===== src/sv/rtbd_pkg.sv =====
// shared types and constants for the rotated text box decoder
`timescale 1ns / 1ps
package rtbd_pkg;
   localparam int CORDIC_STEPS = 16;
   localparam logic signed [19:0] PI_Q16 = 20'sd205887;
   localparam logic signed [19:0] HALF_PI_Q16 = 20'sd102944;
   localparam logic signed [19:0] CORDIC_GAIN_Q16 = 20'sd39797;
   localparam logic signed [22:0] DEG_PER_RAD_Q16 = 23'sd3754936;
   localparam logic [15:0] THRESHOLD_RESET = 16'd16384;

   // one accepted cell on its way from the front to the back
   typedef struct packed {
      logic [7:0]         cell_col;
      logic [7:0]         cell_row;
      logic [15:0]        score;
      logic signed [15:0] dist_top;
      logic signed [15:0] dist_right;
      logic signed [15:0] dist_bottom;
      logic signed [15:0] dist_left;
      logic signed [15:0] angle_rad;
   } cell_type;

   typedef struct packed {
      logic signed [19:0] center_x;
      logic signed [19:0] center_y;
      logic signed [16:0] box_width;
      logic signed [16:0] box_height;
      logic signed [16:0] angle_deg;
      logic [15:0]        confidence;
   } box_type;

   function automatic logic signed [19:0] atan_q16(input logic [3:0] i);
      case (i)
         4'd0: atan_q16 = 20'sd51472;
         4'd1: atan_q16 = 20'sd30385;
         4'd2: atan_q16 = 20'sd16055;
         4'd3: atan_q16 = 20'sd8150;
         4'd4: atan_q16 = 20'sd4091;
         4'd5: atan_q16 = 20'sd2047;
         4'd6: atan_q16 = 20'sd1024;
         4'd7: atan_q16 = 20'sd512;
         4'd8: atan_q16 = 20'sd256;
         4'd9: atan_q16 = 20'sd128;
         4'd10: atan_q16 = 20'sd64;
         4'd11: atan_q16 = 20'sd32;
         4'd12: atan_q16 = 20'sd16;
         4'd13: atan_q16 = 20'sd8;
         4'd14: atan_q16 = 20'sd4;
         default: atan_q16 = 20'sd2;
      endcase
   endfunction
endpackage


===== src/sv/rtbd_front.sv =====
// front end: accepts cells, drops those under threshold or off the map
`timescale 1ns / 1ps
module rtbd_front import rtbd_pkg::*; #(
   parameter int MAP_SIDE_MAX = 256
) (
   input  logic     clock,
   input  logic     reset,
   input  logic     csr_we,
   input  logic [15:0] csr_wdata,
   input  logic     in_valid,
   output logic     in_ready,
   input  cell_type in_cell,
   output logic     q_valid,
   input  logic     q_ready,
   output cell_type q_cell
);
   logic [15:0] thresh_ff, thresh_in;
   logic        keep;
   logic [1:0]  cnt_ff, cnt_in;
   cell_type    buf_ff [2];
   logic        rd_ff, rd_in, wr_ff, wr_in;
   logic        push, pop;

   // threshold register
   always_comb thresh_in = csr_we ? csr_wdata : thresh_ff;

   // classification
   assign keep = (in_cell.score >= thresh_ff)
      && ({24'd0, in_cell.cell_col} < 32'(MAP_SIDE_MAX))
      && ({24'd0, in_cell.cell_row} < 32'(MAP_SIDE_MAX));

   // two-entry queue toward the back end
   assign in_ready = (cnt_ff != 2'd2);
   assign push = in_valid && in_ready && keep;
   assign q_valid = (cnt_ff != 2'd0);
   assign pop = q_valid && q_ready;
   assign q_cell = buf_ff[rd_ff];
   always_comb begin
      cnt_in = cnt_ff + 2'(push) - 2'(pop);
      rd_in = rd_ff ^ pop;
      wr_in = wr_ff ^ push;
   end

   always_ff @(posedge clock) begin
      if (reset) begin
         thresh_ff <= THRESHOLD_RESET;
         cnt_ff <= '0;
         rd_ff <= 1'b0;
         wr_ff <= 1'b0;
      end else begin
         thresh_ff <= thresh_in;
         cnt_ff <= cnt_in;
         rd_ff <= rd_in;
         wr_ff <= wr_in;
      end
      if (push) buf_ff[wr_ff] <= in_cell;
   end
endmodule


===== config.mk =====
export PLATFORM = sky130hd
export DESIGN_NAME = rtbd_front
export DESIGN_NICKNAME = d
export VERILOG_FILES = /design/src/sv/rtbd_pkg.sv /design/src/sv/rtbd_front.sv
export SDC_FILE = /design/constraint.sdc
export NUM_CORES = 1
export LEC_CHECK = 0
export BUFFER_PORTS_ARGS = -buffer_cell sky130_fd_sc_hd__buf_2
export CORE_MARGIN = 5
export CORE_UTILIZATION = 36
export CTS_BUF_LIST = sky130_fd_sc_hd__clkbuf_4
export CTS_CLUSTER_DIAMETER = 150
export CTS_CLUSTER_SIZE = 10
export DETAILED_ROUTE_END_ITERATION = 8
export GPL_TIMING_DRIVEN = 0
export PLACE_DENSITY = 0.55
export SYNTH_ARGS = -nofsm -noshare
export SYNTH_HDL_FRONTEND = slang
export SYNTH_SLANG_ARGS = --single-unit

===== constraint.sdc =====
create_clock -name clock -period 5.6 [get_ports clock]
set_clock_uncertainty 0.1 [all_clocks]
set_input_delay 0.56 -clock clock [delete_from_list [all_inputs] [get_ports clock]]
set_output_delay 0.56 -clock clock [all_outputs]
set_load 0.005 [all_outputs]

### Yosys cells after proc, flatten, opt, wreduce, memory -nomap -nowiden

Memory sizes are Yosys's and may differ from the RTL's. A register that Yosys moved wholly into a read port is not among the register bits.
Index checks and enable logic that the tools add are counted.

* output and inout port bits: 114
* logic and storage cells: 18
* bits of input ports: 133
* bits in registers: 20
* memories kept: 1
* memory bits (writable): 224

Memory list
* buf_ff: depth 2, width 112, rd ports 1, clocked after memory_dff 1, write ports 1, RTL line rtbd_front.sv:20 `cell_type buf_ff [2];`

* bitwise operators: 2
* order comparisons: 1
* equality and inequality tests: 1
* reductions and logical operators: 4
* muxes and demuxes: 3
* add/sub/neg operators: 2

Operators by type and width (number)
* 16-bit >= comparator: 1
* 1-bit logical AND: 3
* 1-bit 2-to-1 mux: 3
* 2-bit by 1-bit adder with 2-bit output: 1
* 2-bit != test (second input constant): 1
* 2-bit nonzero test: 1
* 2-bit by 1-bit subtractor with 2-bit output: 1
* 1-bit bitwise XOR: 2

### Logic depth before layout (Yosys ltp)

Gate-level depths: netlist of run 1.

* depth in word-level cells: 5
* depth in mapped cells: 13

### Worst setup path before layout of run 1

Ideal clock, no wire load.

* kind: input -> register
* start point: in in_cell[81] (netlist name)
* end point: mem buf_ff[1][0] (netlist name) (enable)
* cell stages on the path: 7
* path buffers: 0
* data required time: 5.015 ns
* arrival: 4.133 ns
* setup time: 0.485 ns
* slack: 0.882 ns
* path through: ha_1 -> nor2b_1 -> o211a_1 -> a211oi_2 -> o21ai_1 -> a41o_1 -> ha_1

* longest elaborated chain between the ends: 4

RTL lines
* start: declaration: RTL line rtbd_front.sv:12 `input cell_type in_cell,`
* 16-bit >= comparator: RTL line rtbd_front.sv:28 `assign keep = (in_cell.score >= thresh_ff)`
* 1-bit logical AND: RTL line rtbd_front.sv:34 `assign push = in_valid && in_ready && keep;`
* 1-bit 2-to-1 mux: RTL line rtbd_front.sv:56 `if (push) buf_ff[wr_ff] <= in_cell;`
* 1-bit 2-to-1 mux (implied by the code): RTL line rtbd_front.sv:56
* end: declaration: RTL line rtbd_front.sv:20

Every way passes these cells.

### Final worst setup path of run 1

* start point: in in_cell[81] (netlist name)
* end point: mem buf_ff[0][34] (netlist name) (enable)

The elaborated chain is that of the path after synthesis.

==> flow_metrics.tcl, run 1 <==
set metrics [dict create \
    status "completed" \
    insertion_delay_ns 0.68 \
    layout_common_cells "251 x buf_2, 224 x edfxtp_1, 127 x dlygate4sd3_1, 112 x mux2_2, 35 x clkbuf_4" \
    cts_tree "done" \
    synth_fp_nets 631 \
    setup_tns_ns 0 \
    die_w_um 170 \
    postRouteAntennaNets 0 \
    synth_seq_cells 244 \
    drv_slew 0 \
    die_height_um 170 \
    tightestPinTransition_ns 0.874 \
    overflow 0 \
    syn_area_mm2 0.00925 \
    fill_cells 2160 \
    drive_gt1_share_pct 46.7 \
    holdWs_ns 0.0823 \
    finalCritPeriodShare_pct 60.0 \
    maxCapViolCount 0 \
    start_kind "primary input" \
    initial_core_util_pct 36.6 \
    placedCellCount 1054 \
    yosysSeqAreaShare_pct 77.1 \
    track_usage_pct 13.9 \
    relSlewSlack_pct 41.7 \
    synth_warnings 0 \
    drc 0 \
    cts_sinks 244 \
    synthFlopType "edfxtp_1" \
    clock_path_buffers 3 \
    clock.fmax_mhz 298 \
    rsz0062_at_grt "false" \
    vdd_drop_max_mv 0.153 \
    power_mw 4.29 \
    slowest_stage "ha_4" \
    hold_class "in -> reg" \
    synth_cell_types 29 \
    path_cells "dlygate4sd3_1 > buf_2 > ha_1 > nor2b_1 > o211a_1 > a211oi_2 > o21ai_1 > a41o_1 > ha_4 > buf_16" \
    drt-pass1-iter-count 4 \
    cellLeakagePower_nw 4.80 \
    grt_pass1_wl_mm 32.0 \
    num_vias 5533 \
    syn-instance-count 478 \
    r2r_cells 9 \
    antenna_found_initial 1 \
    area_growth_pct 35.3 \
    core_mm2 0.0253 \
    min_to "thresh_ff[3]" \
    place_congestion 0.797 \
    hold_depth 3 \
    r2r-start "thresh_ff[1]" \
    nNetsFinal 1034 \
    mostFrequentLayoutCell "buf_2" \
    num_rows 58 \
    clock-root-buffer "clkbuf_4" \
    async_flop_share_pct 0 \
    die_area_mm2 0.0290 \
    grt_pass1_vias 6101 \
    r2r_end "buf_ff[0][34]" \
    worstHoldStart "csr_wdata[3]" \
    powerDensity_mw_per_mm2 343 \
    dp_hpwl_mm 14.0 \
    viasPerCell 4.54 \
    routedWlPerCell_um 17.2 \
    path_class "in -> reg" \
    period_needed_ns 3.36 \
    io_buffers 244 \
    final_cells 1219 \
    crit_fanout 57 \
    finalSetupViolations 0 \
    reg2reg_slack_ns 2.43 \
    postCtsSetupRepairBufs 0 \
    hold_viol 0 \
    io_pins 247 \
    critPathCaptureType "register" \
    avgSynthCellArea_um2 19.3 \
    crit_arrival_ns 3.62 \
    drt_iter0_drc 263 \
    slowest_delay_ns 0.73 \
    htree_num_levels 1 \
    synth-edff-count 224 \
    path_clk_slew_ns 0.10 \
    cp_data_required_time_ns 5.86 \
    cts_buffers 28 \
    finalWirelength_mm 20.9 \
    grt_start_max_net_pins 58 \
]
worst max-delay path, delay by kind of cell:
family	cells	cell delay [ns]
buf+inv	3	1.01
compound gates	4	0.80
fa+ha+maj	2	1.03
simple gates	1	0.13
layout make-up:
cell class	instances	area (um2)	share of cell area, %
inverter	19	71.3	0.570
timing repair buffer	373	2550	20.4
clock buffer	35	263	2.10
antenna	1	2.50	0.0200
buffer	17	103	0.820
sequential	244	7130	56.9
clock inverter	2	17.5	0.140
multi-input combinational	198	1970	15.7
tap	330	413	3.30
Yosys cell counts, types with 3 or more instances:
master	n	area share (%)
a21oi_1	6	0.32
buf_2	7	0.38
buf_4	8	0.65
dfxtp_1	20	4.3
edfxtp_1	224	73
ha_1	20	2.7
inv_1	19	0.77
mux2_2	112	14
mux2i_1	15	1.6
nand2_1	3	0.12
nand4_1	3	0.20
nor2_1	19	0.77
report_power, final:
| part | switching (mW) | total (mW) | leakage (nW) | internal (mW) |
|---|---|---|---|---|
| registers | 0.0417 | 2.25 | 2.22 | 2.21 |
| clock network | 0.553 | 0.841 | 0.169 | 0.288 |
| logic | 0.571 | 1.20 | 2.41 | 0.625 |
| total | 1.17 | 4.29 | 4.80 | 3.12 |
metrics by stage:
stage | worst slack [ns] | cell area, um2 | utilization [%]
final | 2.24 | 12500 | 49.6
after detailed placement | 1.99 | 11000 | 43.4
after global placement | -0.942 | 10900 | 43.1
after global routing | 2.08 | 12500 | 49.6
after CTS | 2.20 | 12500 | 49.5
after floorplan | 0.882 | 9250 | -
registers in the layout, summed over array words and instances (netlist names):
register	count
cnt_ff	2
wr_ff	1
buf_ff	224
thresh_ff	16
rd_ff	1
layer usage:
layer / share of wire (%) / global-route usage, %
met3: 6.9 / 3.16
met1: 41 / 17.2
met4: 2.3 / 4.03
met5: 0 / 0
met2: 50 / 24.4
how the worst max path moves through the flow:
| stage | startpoint | cells after the start | slack [ns] | end |
|---|---|---|---|---|
| after floorplan | in_cell[81] | 7 | 0.88 | buf_ff[1][0] |
| after global placement | in_cell[81] | 8 | -0.94 | buf_ff[1][34] |
| after detailed placement | in_cell[81] | 9 | 1.99 | buf_ff[1][54] |
| after CTS | in_cell[81] | 10 | 2.20 | buf_ff[1][83] |
| after global routing | in_cell[81] | 10 | 2.08 | buf_ff[0][83] |
| final | in_cell[81] | 10 | 2.24 | buf_ff[0][34] |
logic make-up (layout without fill, tap and decap cells):
group	count (synthesis)	after routing	synth area share, %
flip-flops	244	244	77.1
multiplexers	127	127	15.3
buffers and inverters	36	446	1.88
AND/OR/NAND/NOR	32	32	1.54
adder cells (fa/ha/maj)	20	20	2.71
AO/OA/AOI/OAI	16	16	1.24
XOR/XNOR	3	3	0.284
other	0	1	0
timing repair:
item                                    CTS  global route
hold buffers                            127             0
resized for setup                         0             0
endpoints found under the setup margin    0             0
hold endpoints to repair                239             0
(Power assumes the default switching activity.)
==> inputs of run 2 (changes only) <==
--- a/config.mk
+++ b/config.mk
@@ -13,7 +13,7 @@
 export CTS_CLUSTER_SIZE = 10
 export DETAILED_ROUTE_END_ITERATION = 8
 export GPL_TIMING_DRIVEN = 0
-export PLACE_DENSITY = 0.55
+export PLACE_DENSITY = 0.57
 export SYNTH_ARGS = -nofsm -noshare
 export SYNTH_HDL_FRONTEND = slang
 export SYNTH_SLANG_ARGS = --single-unit
==> constraint.sdc (replaced) <==
create_clock -name clock -period 2.9 [get_ports clock]
set_clock_uncertainty 0.1 [all_clocks]
set_input_delay 0.29 -clock clock [delete_from_list [all_inputs] [get_ports clock]]
set_output_delay 0.29 -clock clock [all_outputs]
set_load 0.005 [all_outputs]
==> run 2 against run 1 <==
Critical path depth up 3. Cell count up 4.3%. Combinational power up 100%. Clock power up 140%.
==> flow_metrics.tcl, run 2 (synthesis results as in run 1) <==
set metrics [dict create \
    regMostFlops "buf_ff" \
    mostFrequentLayoutCell "buf_2" \
    tightestPinTransition_ns 0.504 \
    cts_tree "done" \
    hold_viol 0 \
    relSlewSlack_pct 66.4 \
    largest_register_ffs 224 \
    crit_arrival_ns 3.15 \
    die_w_um 170 \
    drive_gt1_share_pct 46.8 \
    fin_util_pct 51.7 \
    path_class "reg -> reg" \
    vdd_drop_max_mv 0.284 \
    drc 0 \
    num_vias 5826 \
    setup_tns_ns 0 \
    cellLeakagePower_nw 5.08 \
    num_rows 58 \
    r2r-start "thresh_ff[1]" \
    clock_path_buffers 3 \
    core_mm2 0.0253 \
    preCtsSetupSlack_ns -0.467 \
    antenna_found_initial 4 \
    overflow 0 \
    grt_start_max_net_pins 50 \
    die_area_mm2 0.0290 \
    final_cells 1271 \
    routedWlPerCell_um 17.3 \
    initial_core_util_pct 36.6 \
    holdWs_ns 0.101 \
    finalCritPeriodShare_pct 92.5 \
    r2r_end "cnt_ff[1]" \
    top_regs "buf_ff: 224 flops, thresh_ff: 16 flops, cnt_ff: 2 flops" \
    cts_buffers 28 \
    drt-pass1-iter-count 4 \
    setup_ws_ns 0.219 \
    cp_data_required_time_ns 3.37 \
    htree_num_levels 1 \
    place_congestion 0.809 \
    drv_slew 0 \
    finalWirelength_mm 22.0 \
    postRouteAntennaNets 0 \
    reg2reg_slack_ns 0.22 \
    drt_iter0_drc 177 \
    grt_pass1_vias 6360 \
    powerDensity_mw_per_mm2 670 \
    crit_fanout 2 \
    clock.fmax_mhz 373 \
    placedCellCount 1054 \
    fill_cells 2121 \
    nNetsFinal 1070 \
    rsz0062_at_grt "false" \
    viasPerCell 4.58 \
    status "completed" \
    hold_depth 4 \
    min_to "wr_ff" \
    dp_hpwl_mm 14.0 \
    critPathCaptureType "register" \
    layout_common_cells "251 x buf_2, 224 x edfxtp_1, 154 x dlygate4sd3_1, 112 x mux2_2, 50 x clkbuf_4" \
    r2r_cells 13 \
    io_pins 247 \
    clock-root-buffer "clkbuf_4" \
    area_growth_pct 41.2 \
    path_clk_slew_ns 0.12 \
    worstHoldStart "in_valid" \
    hold_class "in -> reg" \
    grt_pass1_wl_mm 34.1 \
    cts_sinks 244 \
    die_height_um 170 \
    ctsResizeCount 0 \
    io_buffers 244 \
    maxCapViolCount 0 \
    start_kind "register" \
    track_usage_pct 14.9 \
    insertion_delay_ns 0.69 \
    period_needed_ns 2.68 \
    finalSetupViolations 0 \
]
==> run 2: cell types whose count changed in the layout (fill, tap and decap cells not counted), sizes merged <==
cell / delta
clkinv: -1
diode: +1
dlygate4sd3: +27
bufinv: +1
buf: +9
clkbuf: +15
==> run 2: layout make-up <==
cell class / instances / area (um2) / share of cell area (%)
antenna: 2 / 5.00 / 0.0383
buffer: 17 / 103 / 0.786
clock buffer: 50 / 375 / 2.88
clock inverter: 2 / 38.8 / 0.297
inverter: 19 / 71.3 / 0.546
multi-input combinational: 198 / 1970 / 15.1
sequential: 244 / 7130 / 54.6
tap: 330 / 413 / 3.16
timing repair buffer: 409 / 2950 / 22.6
==> run 2: how the worst max path moves through the flow <==
stage	start	to	slack, ns	cells after the start
after floorplan	thresh_ff[1]	buf_ff[1][0]	-0.40	8
after global routing	thresh_ff[1]	cnt_ff[1]	0.03	13
final	thresh_ff[1]	cnt_ff[1]	0.22	13
after global placement	in_cell[81]	buf_ff[1][53]	-1.43	8
after detailed placement	in_cell[81]	buf_ff[0][52]	-0.47	9
after CTS	thresh_ff[1]	buf_ff[1][39]	0.01	9
==> run 2: timing repair <==
item | CTS | global route
pin swaps | 2 | 2
hold buffers | 154 | 0
cloned | 0 | 0
setup endpoints to repair | 224 | 162
buffers inserted | 4 | 5
endpoints found under the hold margin | 244 | 0
==> run 2: power by group <==
part           total [mW]  leakage, nW  switching (mW)  internal [mW]
sequential           4.35         2.22          0.0836           4.26
combinational        2.43         2.61            1.14           1.29
clock                1.98        0.248            1.12          0.858
total                8.75         5.08            2.34           6.41
==> run 2: metal layers <==
layer	wire length, um	up-vias	global-route usage, %
met5	28	-	0
met4	470	4	3.72
met3	1800	44	3.60
met2	10900	202	26.4
met1	8820	2846	18.3
li1	-	2730	-
==> run 2: stage by stage <==
stage          cell area (um2)  power, mW
4_1_cts                  13000       8.92
2_1_floorplan             9250       5.66
6_report                 13100       8.75
3_5_place_dp             11000       6.66
5_1_grt                  13100       9.28
3_3_place_gp             10900       6.58
==> run 2: critical path: stages, from the launching register on <==
cell      delay, ns
dfxtp_1        0.35
inv_1          0.05
ha_1           0.28
nor2b_1        0.14
o211a_1        0.21
a211oi_2       0.21
o21ai_1        0.14
a41oi_1        0.24
ha_1           0.26
inv_1          0.06
ha_1           0.15
xor2_1         0.18
xnor2_1        0.14
nor2_1         0.05
==> inputs of run 3 (changes only) <==
==> constraint.sdc (replaced) <==
create_clock -name clock -period 2.2 [get_ports clock]
set_clock_uncertainty 0.1 [all_clocks]
set_input_delay 0.22 -clock clock [delete_from_list [all_inputs] [get_ports clock]]
set_output_delay 0.22 -clock clock [all_outputs]
set_load 0.005 [all_outputs]
==> run 3 against run 2 <==
The run now ends with negative setup slack left. Maximum frequency up 5.2%. Design area up 20%. Total power up 65%. Global-route usage up 2.1 points. Sequential share of layout area down 8.9 points. Count of clock-buffer cells in the layout up 1. Non-clock buffer count up 61. Worst setup slack worse by 0.57 ns. Register-to-register slack worse by 0.57 ns. Worst hold slack better by 0.059 ns. Utilization up 10 points. Via count up 5.7%.
==> flow_metrics.tcl, run 3 (synthesis results as in run 1) <==
set metrics [dict create \
    violations "negative setup slack" \
    status "finished with violations" \
    setup_ws_ns -0.349 \
    postRouteAntennaNets 0 \
    routedWlPerCell_um 19.8 \
    path_cells "inv_1 > ha_4 > a31o_2 > a211oi_2 > o21ai_2 > a41o_2 > ha_4 > buf_12 > buf_12 > buf_16" \
    grt_pass1_vias 6825 \
    top_regs "buf_ff: 224 flops, thresh_ff: 16 flops, cnt_ff: 2 flops" \
    setup_tns_ns -59.56 \
    tightestPinTransition_ns 0.588 \
    cellLeakagePower_nw 6.27 \
    drt-met1-wl_mm 10.6 \
    holdWs_ns 0.160 \
    area_growth_pct 68.8 \
    clock-root-buffer "clkbuf_4" \
    clock.fmax_mhz 392 \
    core_mm2 0.0253 \
    slowest_stage "dfxtp_2" \
    drive_gt1_share_pct 50.8 \
    crit_fanout 7 \
    grt_pass1_wl_mm 37.9 \
    drv_slew 0 \
    antenna_found_initial 1 \
    placed_cell_area_mm2 0.0110 \
    vdd_drop_max_mv 0.524 \
    finalCritPeriodShare_pct 116 \
    num_vias 6157 \
    relSlewSlack_pct 60.8 \
    die_height_um 170 \
    hold_viol 0 \
    path_clk_slew_ns 0.12 \
    io_pins 247 \
    final_area_mm2 0.0156 \
    drt-pass1-iter-count 6 \
    grt_start_max_net_pins 31 \
    maxCapViolCount 0 \
    io_buffers 244 \
    finalWirelength_mm 26.3 \
    insertion_delay_ns 0.68 \
    highest_layer "met4" \
    slowest_delay_ns 0.34 \
    period_needed_ns 2.55 \
    start_kind "register" \
    clock_path_buffers 3 \
    cts_buffers 28 \
    viasPerCell 4.63 \
    dp_hpwl_mm 13.9 \
    cts_tree "done" \
    path_class "reg -> reg" \
    powerDensity_mw_per_mm2 924 \
    finalSetupViolations 295 \
    drc 0 \
    num_rows 58 \
    htree_num_levels 1 \
    drt_iter0_drc 256 \
    overflow 0 \
    layout_common_cells "224 x edfxtp_1, 161 x dlygate4sd3_1, 133 x buf_2, 116 x buf_6, 112 x mux2_4" \
    met3_length_mm 1.72 \
    initial_core_util_pct 36.6 \
    cp_data_required_time_ns 2.53 \
    die_area_mm2 0.0290 \
    regMostFlops "buf_ff" \
    track_usage_pct 16.9 \
    largest_register_ffs 224 \
    crit_arrival_ns 2.88 \
    critPathCaptureType "register" \
    hold_class "in -> reg" \
    rsz0062_at_grt "true" \
    fin_util_pct 61.8 \
    wl_met2_mm 13.3 \
    nNetsFinal 1131 \
    die_w_um 170 \
    place_congestion 0.785 \
    cts_sinks 244 \
    mostFrequentLayoutCell "edfxtp_1" \
]
==> run 3: final timing paths <==
| kind | slack (ns) | depth (start not counted) | from | endpoint |
|---|---|---|---|---|
| setup reg to reg | -0.35 | 10 | thresh_ff[2] | buf_ff[0][51] |
| hold reg to reg | 0.48 | 2 | cnt_ff[1] | cnt_ff[1] |
| hold / removal | 0.16 | 2 | in_cell[63] | buf_ff[1][63] |
| setup / recovery | -0.35 | 10 | thresh_ff[2] | buf_ff[0][51] |
==> run 3: where the power goes <==
group	switching, mW	internal (mW)	leakage (nW)
clock network	1.46	1.03	0.239
registers	0.138	5.62	2.22
logic	2.20	3.98	3.81
==> run 3: critical path: cells and delay by family, from the launching register on <==
kind,cells,cell delay (ns)
AO/OA/AOI/OAI,4,0.92
buffers and inverters,4,0.53
adder cells (fa/ha/maj),2,0.41
flip-flops,1,0.34
==> run 3: timing repair <==
| item | CTS | global route |
|---|---|---|
| endpoints found under the setup margin | 339 | 338 |
| hold buffers | 161 | 0 |
| resized for setup | 239 | 123 |
| setup buffers | 34 | 12 |
| endpoints found under the hold margin | 244 | 0 |
| gates cloned | 23 | 11 |
| pin swaps | 9 | 0 |
==> run 3: per-layer routing <==
metal	track usage, %	up-vias
met1	20.8	3034
met3	4.37	45
met5	0	-
met2	29.9	208
met4	4.34	0
li1	-	2870
==> run 3: layout make-up <==
cell class	count	area, um2
Sequential cell	244	7130
Fill cell	1813	9640
Inverter	19	71.3
Timing Repair Buffer	474	4970
Buffer	13	175
Clock buffer	51	383
Antenna cell	1	2.50
Clock inverter	1	8.76
Tap cell	330	413
Multi-Input combinational cell	198	2460
==> run 3: through the flow <==
stage	total power [mW]	setup slack [ns]	instances
after detailed placement	8.74	-1.05	1054
after global routing	15.2	-0.416	1331
after global placement	8.65	-1.16	1052
after CTS	14.0	-0.364	1324
final	14.4	-0.349	1331
after floorplan	7.46	-0.511	478
